`src/sv/erq_ram.sv`:
```
`timescale 1ns / 1ps
module erq_ram #(
  parameter int unsigned Width = 8,
  parameter int unsigned Depth = 64
) (
  input  logic                     clk_i,
  input  logic                     we_i,
  input  logic [$clog2(Depth)-1:0] waddr_i,
  input  logic [Width-1:0]         wdata_i,
  input  logic                     re_i,
  input  logic [$clog2(Depth)-1:0] raddr_i,
  output logic [Width-1:0]         rdata_o
);

  logic [Width-1:0] mem_q [Depth];
  logic [Width-1:0] rdata_q;

  // one write port, one registered read port
  always_ff @(posedge clk_i) begin
    if (we_i) begin
      mem_q[waddr_i] <= wdata_i;
    end
    if (re_i) begin
      rdata_q <= mem_q[raddr_i];
    end
  end

  assign rdata_o = rdata_q;

endmodule

```
`config.mk`:
```
export PLATFORM = sky130hd
export DESIGN_NAME = erq_ram
export DESIGN_NICKNAME = d
export VERILOG_FILES = /design/src/sv/erq_ram.sv
export SDC_FILE = /design/constraint.sdc
export NUM_CORES = 1
export LEC_CHECK = 0
export BUFFER_PORTS_ARGS = -buffer_cell sky130_fd_sc_hd__buf_2
export CORE_MARGIN = 4
export CORE_UTILIZATION = 60
export DETAILED_ROUTE_END_ITERATION = 12
export PLACE_DENSITY_LB_ADDON = 0.3
export SETUP_SLACK_MARGIN = 0.4
export SKIP_CTS_REPAIR_TIMING = 1
export SYNTH_ARGS = -nofsm -noshare
export SYNTH_HDL_FRONTEND = slang
export SYNTH_SLANG_ARGS = --single-unit
```
`constraint.sdc`:
```
create_clock -name clk_i -period 3.2 [get_ports clk_i]
set_input_delay 0.48 -clock clk_i [delete_from_list [all_inputs] [get_ports clk_i]]
set_output_delay 0.48 -clock clk_i [all_outputs]
set_load 0.05 [all_outputs]
```
## Yosys cells after proc, flatten, opt, wreduce, memory -nomap -nowiden

Memory sizes are Yosys's and may differ from the RTL's. A register that Yosys moved wholly into a read port is not among the register bits.
Index checks and enable logic that the tools add are counted.

| storage, ports and cells | value |
|---|---|
| bits in registers | 0 |
| RAM bits | 512 |
| bits of input ports | 23 |
| memories kept | 1 |

| operators by class | value |
|---|---|
| multiplexer cells | 2 |

Memories:

| name | depth | width | read ports | clocked after memory_dff | wr ports | line | text |
|---|---|---|---|---|---|---|---|
| mem_q | 64 | 8 | 1 | 1 | 1 | 15 | `logic [Width-1:0] mem_q [Depth];` |

Operators by type and width:

| operator | count |
|---|---|
| $mux 1 | 2 |

## Logic depth before layout (Yosys ltp)

Gate-level depths: netlist of run 1.

| depth | value |
|---|---|
| word-level depth | 2 |
| mapped depth | 9 |
| mapped depth without buffers | 5 |

## Least setup slack after synthesis of run 1

OpenSTA, ideal clock, no wires.

| path | value |
|---|---|
| path type | input to register |
| from | input port raddr_i[1] |
| to | register rdata_q[3], in the netlist rdata_o[3] (read register of mem_q), data pin |
| library setup time | 266 ps |
| data arrival time | 2020 ps |
| data required time | 2934 ps |
| setup slack | 914 ps |
| stages on the path | 7 |
| buffers on the path | 3 |
| cells stage by stage | buf_4 -> buf_2 -> buf_2 -> mux4_2 -> mux4_2 -> o21ai_1 -> o41ai_1 |

RTL lines:

| element | line | text |
|---|---|---|
| start: declaration | 11 | `input logic [$clog2(Depth)-1:0] raddr_i,` |
| end: declaration | 16 | `logic [Width-1:0] rdata_q;` |

==> flow_metrics.tcl, run 1 <==
set metrics [dict create \
    status "finished clean" \
    drv_slew 0 \
    finalPower_mw 13.7 \
    placed_area_sq_um 21400 \
    final_core_util 0.684 \
    fmax_mhz 434 \
    vdd_ir_drop_max_uv 408 \
    power.internal_mw 10.9 \
    pre_cts_ws_ns 0.328 \
    area_delta_synth_final_pct 12.9 \
    power.density_nw_per_um2 600 \
    final_cells 1543 \
    tritoncts "done" \
    clockRootBuffer "clkbuf_16" \
    vias_per_cell 6.45 \
    yosysTopAreaCell "edfxtp_1" \
    grt_max_degree 65 \
    overflow 0 \
    ios 31 \
    synth_edf_count 520 \
    fin_hold_ws_ns 0.287 \
    finalWorstSetupSlack_ns 0.896 \
    ys_seq_area_frac 0.771 \
    start_kind "primary input" \
    clkLatencyLatePin_ns 0.57 \
    r2r-start "mem_q[21][4]" \
    critical_path.max_fanout 33 \
    min_path_type "primary input to flip-flop" \
    max_cap_violations 0 \
    register_area_sq_um 15600 \
    synth.cell_area_sq_um 20200 \
    seq_power_share 0.552 \
    arrival_ns 2.61 \
    ys_seq_elements 520 \
    nets 1079 \
    die_h_um 192 \
    slew_headroom 0.160 \
    synth_top_area_frac 0.771 \
    fin_area_sq_um 22900 \
    clkPwrFrac 0.396 \
    endpoint_kind "flip-flop" \
    htreeDepth 2 \
    synth_flop_cell "edfxtp_1" \
    startpoint "raddr_i[0]" \
    drive_gt1_frac 0.297 \
    crit_required_ns 3.50 \
    port-buffer-count 30 \
    min_from "re_i" \
    start_util 0.605 \
    synthTopCellsByArea "edfxtp_1 (77%), mux4_2 (14%), nor2_1 (1.5%), mux2i_1 (1.1%), mux2_2 (0.72%)" \
    comb_power_share 0.052 \
    chipWidth_um 192 \
    drt-total-wl_um 42900 \
    dp.cells 1453 \
    ys_async_sr_fraction 0 \
    drt_iter0_markers 1182 \
    setup_viol 0 \
    cts_buffer_depth 3 \
    tns_ns 0 \
    synth_cells 940 \
    rows 67 \
    synthDistinctLibCells 39 \
    dr.pass1.iters 5 \
    dp_hpwl_um 26300 \
    grtUsageTotal 0.245 \
    use_met2 0.377 \
    drtAntennaViolNets 0 \
    tightest_slew_ns 1.26 \
    syn_area_per_cell_sq_um 21.5 \
    die-area_sq_um 36700 \
    path_clk_slew_ns 0.06 \
    nFillCells 2017 \
    switching_share 0.206 \
    multi_input_area_sq_um 4320 \
    grt_pass1_wl_um 65300 \
    met3_usage 0.0538 \
    crit_type "primary input to flip-flop" \
    grt_setup_unrepaired "false" \
    core_area_sq_um 33400 \
    cts_sinks 520 \
    fin_crit_sh 0.720 \
    routedWlPerCell_um 27.8 \
    gp_congestion 0.878 \
    period_minus_slack_ns 2.30 \
    antenna_found_initial 0 \
    grtUsageMet1 0.364 \
    drcViolationCount 0 \
    numCtsBuffers 49 \
    final-hold-violation-count 0 \
    skew_ns 0.0201 \
    yosysWarnings 0 \
    p_leak_nw 7.30 \
    grt_pass1_vias 10100 \
    via_count 9946 \
    p_switching_mw 2.83 \
    yosys.cell_count.top_type "edfxtp_1" \
    synth_fp_nets 963 \
    grt_most_used_layer "met2" \
    synth_common_cells "edfxtp_1 (520), mux4_2 (126), nor2_1 (83)" \
]
-- cell type report --
class	instances	share of cell area
clock inverters	29	0.00815
multi-input cells	369	0.189
well taps	448	0.0245
flip-flops and latches	520	0.683
repair buffers	116	0.0381
diodes	1	0.000109
clock buffers	60	0.0573
-- cell usage in the layout (no fill, tap or decap), types with 2 or more instances in the layout --
cell and n:
a2111oi_0 2, a211oi_1 4, a21oi_1 3, a221oi_1 6
a22oi_1 3, buf_12 5, buf_2 27, buf_4 83
bufinv_16 2, clkbuf_1 9, clkbuf_16 51, clkinv_1 12
clkinv_2 13, edfxtp_1 520, mux2_2 13, mux2i_1 23
mux4_2 126, nand2_1 19, nand2b_1 7, nand3_1 13
nand3b_1 3, nand4_1 2, nor2_1 83, nor2b_1 14
nor3_1 7, nor4_1 2, o2111ai_1 3, o21a_1 2
o21ai_0 2, o21ai_1 2, o221a_2 2, o221ai_1 8
o22ai_1 8, o2bb2ai_1 3, o32ai_1 2, o41ai_1 2
-- critical path, cell delays in order --
cell and delay (ns):
clkbuf_8 0.26, buf_12 0.28, mux4_2 0.54, mux4_2 0.49, nor2_1 0.26, nor3_1 0.11, o2bb2ai_1 0.15
-- path summary, 6_finish.rpt --
path,to,slack [ns],cells past startpoint
worst max-delay path,rdata_o[2],0.90,7
worst min-delay path,rdata_o[0],0.29,1
worst max register to register,rdata_o[4],0.97,5
worst min register to register,rdata_o[4],0.91,3
-- state kept, by name, indices dropped and copies added, names as in the netlist --
name     cells
mem_q      512
rdata_o      8
-- power groups by stage --
stage               combinational [mW]  clock, mW  sequential [mW]
detailed placement               0.717          0             7.72
global route                     0.766       5.83             7.58
floorplan                        0.402          0             7.74
CTS                              0.720       5.52             7.58
global placement                 0.700          0             7.72
finish                           0.716       5.43             7.58
-- kinds of logic after synthesis --
logic type,count (synthesis),share of synthesized area
buffers and inverters,51,0.0156
muxes,162,0.159
and+or+nand+nor,153,0.0337
AOI/OAI and AO/OA,54,0.0206
DFF,520,0.771
-- per-layer routing --
metal | vias to the layer above | routed length, um
li1 | 4165 | -
met1 | 5146 | 16900
met2 | 550 | 20400
met3 | 85 | 4380
met4 | 0 | 1200
met5 | - | 0
Note: power is estimated with default switching activity, not from simulation.
==> run 2, diff against run 1 <==
- clock period: 3.2 -> 2.3 ns (I/O delays scaled with it)
==> flow_metrics.tcl, run 2 (same netlist as run 1, synthesis figures left out) <==
set metrics [dict create \
    status "finished clean" \
    vias_per_cell 6.41 \
    slew_headroom 0.512 \
    cts_sinks 520 \
    grtUsageTotal 0.250 \
    drt_iter0_markers 1131 \
    final_core_util 0.702 \
    port-buffer-count 30 \
    antenna_found_initial 2 \
    fmax_mhz 489 \
    grt_pass1_wl_um 66400 \
    dr.pass1.iters 5 \
    pre_cts_ws_ns -0.262 \
    arrival_ns 2.35 \
    tritoncts "done" \
    grt_setup_unrepaired "true" \
    area_delta_synth_final_pct 15.9 \
    grt_max_degree 65 \
    ios 31 \
    num_antenna_cells 0 \
    vdd_ir_drop_max_uv 684 \
    layout_commonest_cell "edfxtp_1" \
    via_count 10200 \
    crit_type "flip-flop to flip-flop" \
    overflow 0 \
    die-area_sq_um 36700 \
    crit_required_ns 2.61 \
    start_kind "flip-flop" \
    drive_gt1_frac 0.334 \
    drtAntennaViolNets 0 \
    finalWorstSetupSlack_ns 0.255 \
    skew_ns 0.0159 \
    rows 67 \
    grt_pass1_vias 10300 \
    drcViolationCount 0 \
    nFillCells 1928 \
    p_leak_nw 7.62 \
    largest_reg_flops 512 \
    dp_hpwl_um 28200 \
    finalPower_mw 19.5 \
    min_path_type "primary input to flip-flop" \
    max_cap_violations 0 \
    htreeDepth 2 \
    drt-total-wl_um 44400 \
    cts_buffer_depth 3 \
    final-hold-violation-count 0 \
    start_util 0.605 \
    chipWidth_um 192 \
    path_clk_slew_ns 0.06 \
    tns_ns 0 \
    drv_slew 0 \
    fin_crit_sh 0.889 \
    top_register "mem_q" \
    routedWlPerCell_um 27.9 \
    clockRootBuffer "clkbuf_16" \
    numCtsBuffers 51 \
    power.density_nw_per_um2 833 \
    period_minus_slack_ns 2.05 \
    gp_congestion 0.878 \
    clkLatencyLatePin_ns 0.56 \
    die_h_um 192 \
    fin_hold_ws_ns 0.0250 \
    endpoint_kind "flip-flop" \
    tightest_slew_ns 0.732 \
    layout_common_cells "edfxtp_1 (520), mux4_2 (126), buf_4 (125), nor2_1 (81), clkbuf_16 (53)" \
    critical_path.max_fanout 1 \
    setup_viol 0 \
    nets 1130 \
    core_area_sq_um 33400 \
]
run 2: final timing paths:
path	startpoint	endpoint	slack, ns	cells past startpoint
worst min-delay path	wdata_i[7]	mem_q[50][7]	0.03	1
worst max register to register	mem_q[7][1]	rdata_o[1]	0.25	5
worst min register to register	mem_q[26][6]	rdata_o[6]	0.92	3
worst max-delay path	mem_q[7][1]	rdata_o[1]	0.25	5
run 2: cell type report:
class / instances / area [sq um] / share of cell area
Clock buffer: 65 / 1370 / 0.0584
Sequential cell: 520 / 15600 / 0.665
Clock inverter: 26 / 223 / 0.00949
Tap cell: 448 / 561 / 0.0239
Timing Repair Buffer: 165 / 1330 / 0.0566
Multi-Input combinational cell: 369 / 4370 / 0.186
run 2: power breakdown:
| part | internal (mW) | leakage, nW | total, mW | switching (mW) |
|---|---|---|---|---|
| Sequential | 10.5 | 4.69 | 10.5 | 0.0244 |
| Clock | 4.63 | 0.772 | 7.91 | 3.27 |
| Combinational | 0.440 | 2.16 | 1.10 | 0.660 |
| Total | 15.6 | 7.62 | 19.5 | 3.96 |
run 2: worst max-delay path, cell delays in order, from the launching register on:
cell and delay, ns:
edfxtp_1 0.41, mux4_2 0.47, mux4_2 0.47, nor2_1 0.16, nor3_1 0.13, o2bb2ai_1 0.16
run 2: stage by stage:
step / std cells / instance area [sq um]
floorplan: 940 / 20300
finish: 1593 / 23500
detailed placement: 1502 / 21800
CTS: 1593 / 23400
global route: 1593 / 23500
global placement: 1502 / 21800
run 2: metal layers:
metal,GRT usage,part of all wire
met5,0,0.00047
met4,0.0630,0.023
met3,0.0460,0.092
met2,0.392,0.49
met1,0.375,0.40
==> run 3, diff against run 2 <==
- CORE_ASPECT_RATIO: not set -> 0.5
- CORE_UTILIZATION: 60 -> 30
- clock period: 2.3 -> 1.7 ns (I/O delays scaled with it)
==> flow_metrics.tcl, run 3 (same netlist as run 1, synthesis figures left out) <==
set metrics [dict create \
    r2r_slack_ns -0.29 \
    grt_max_degree 65 \
    drcViolationCount 0 \
    die-area_sq_um 72000 \
    cts_sinks 520 \
    status "finished with violations" \
    port-buffer-count 30 \
    dp_hpwl_um 32400 \
    setup_viol 8 \
    numCtsBuffers 49 \
    die_h_um 192 \
    layout_common_cells "edfxtp_1 (520), mux4_2 (126), buf_4 (96), nor2_4 (64), clkbuf_16 (51)" \
    antenna_found_initial 1 \
    chipWidth_um 375 \
    drt_iter0_markers 1018 \
    max_cap_violations 0 \
    critical_path.max_fanout 1 \
    grt_pass1_wl_um 72700 \
    arrival_ns 2.33 \
    start_util 0.303 \
    path_clk_slew_ns 0.06 \
    period_minus_slack_ns 1.99 \
    pre_cts_ws_ns -1.14 \
    skew_ns 0.0177 \
    via_count 10000 \
    tightest_slew_ns 1.27 \
    crit_required_ns 2.04 \
    power.density_nw_per_um2 1060 \
    tns_ns -1.78 \
    r2r-start "mem_q[45][2]" \
    min_path_type "primary input to flip-flop" \
    clockRootBuffer "clkbuf_16" \
    crit_type "flip-flop to flip-flop" \
    drive_gt1_frac 0.411 \
    start_kind "flip-flop" \
    fin_hold_ws_ns 0.0421 \
    grtUsageTotal 0.139 \
    final-hold-violation-count 0 \
    nets 1126 \
    drv_slew 0 \
    fin_area_sq_um 25100 \
    rows 67 \
    violations "negative setup slack" \
    crit_chain "mux4_2 > mux2_4 > a221oi_4 > buf_4 > o2bb2ai_2" \
    startpoint "mem_q[45][2]" \
    finalPower_mw 26.6 \
    slew_headroom 0.154 \
    overflow 0 \
    fin_crit_sh 1.17 \
    placed_area_sq_um 23300 \
    vias_per_cell 4.91 \
    htreeDepth 2 \
    final_core_util 0.375 \
    ios 31 \
    vdd_ir_drop_max_uv 648 \
    p_leak_nw 7.80 \
    endpoint_kind "flip-flop" \
    cp_slowest_cell "mux4_2" \
    grt_setup_unrepaired "true" \
    min_from "re_i" \
    slowest_delay_ns 0.51 \
    routedWlPerCell_um 24.5 \
    drt-total-wl_um 49900 \
    core_area_sq_um 66900 \
    fmax_mhz 502 \
    largest_reg_flops 512 \
    finalWorstSetupSlack_ns -0.290 \
    top_register "mem_q" \
    area_delta_synth_final_pct 24.0 \
    cts_buffer_depth 3 \
    gp_congestion 0.770 \
    dr.pass1.iters 5 \
    final_cells 2040 \
    nFillCells 6033 \
    layout_commonest_cell "edfxtp_1" \
    dp.cells 1949 \
    grt_pass1_vias 10400 \
    clkLatencyLatePin_ns 0.59 \
    tritoncts "done" \
    drtAntennaViolNets 0 \
]
run 3: path summary, 6_finish.rpt:
path / to / depth (start not counted)
worst max-delay path: rdata_o[2] / 5
worst min-delay path: rdata_o[5] / 1
worst max register to register: rdata_o[2] / 5
worst min register to register: rdata_o[6] / 3
run 3: layer usage:
layer  track usage  routed length (um)  vias to the layer above
met4        0.0460                1280                        0
met5             0                   0                        -
met1         0.191               21500                     5329
met3        0.0254                3200                       70
li1              -                   -                     4294
met2         0.226               23900                      314
run 3: cell type report:
| type | instances | area [sq um] | area share |
|---|---|---|---|
| well taps | 897 | 1120 | 0.0447 |
| clock buffers | 63 | 1320 | 0.0526 |
| clock inverters | 27 | 200 | 0.00797 |
| flip-flops and latches | 520 | 15600 | 0.622 |
| repair buffers | 163 | 1700 | 0.0677 |
| multi-input cells | 369 | 5140 | 0.205 |
| diodes | 1 | 2.50 | 0.0000997 |
run 3: power breakdown:
| part | total [mW] | switching, mW | internal [mW] |
|---|---|---|---|
| Clock | 10.5 | 4.69 | 5.82 |
| Combinational | 1.82 | 1.06 | 0.758 |
| Sequential | 14.3 | 0.0444 | 14.2 |
run 3: critical path: cells and delay by family (launching register included):
family | cells | cell delay [ns]
AO/OA/AOI/OAI | 2 | 0.37
buffers and inverters | 1 | 0.17
multiplexers | 2 | 0.83
flip-flops | 1 | 0.38
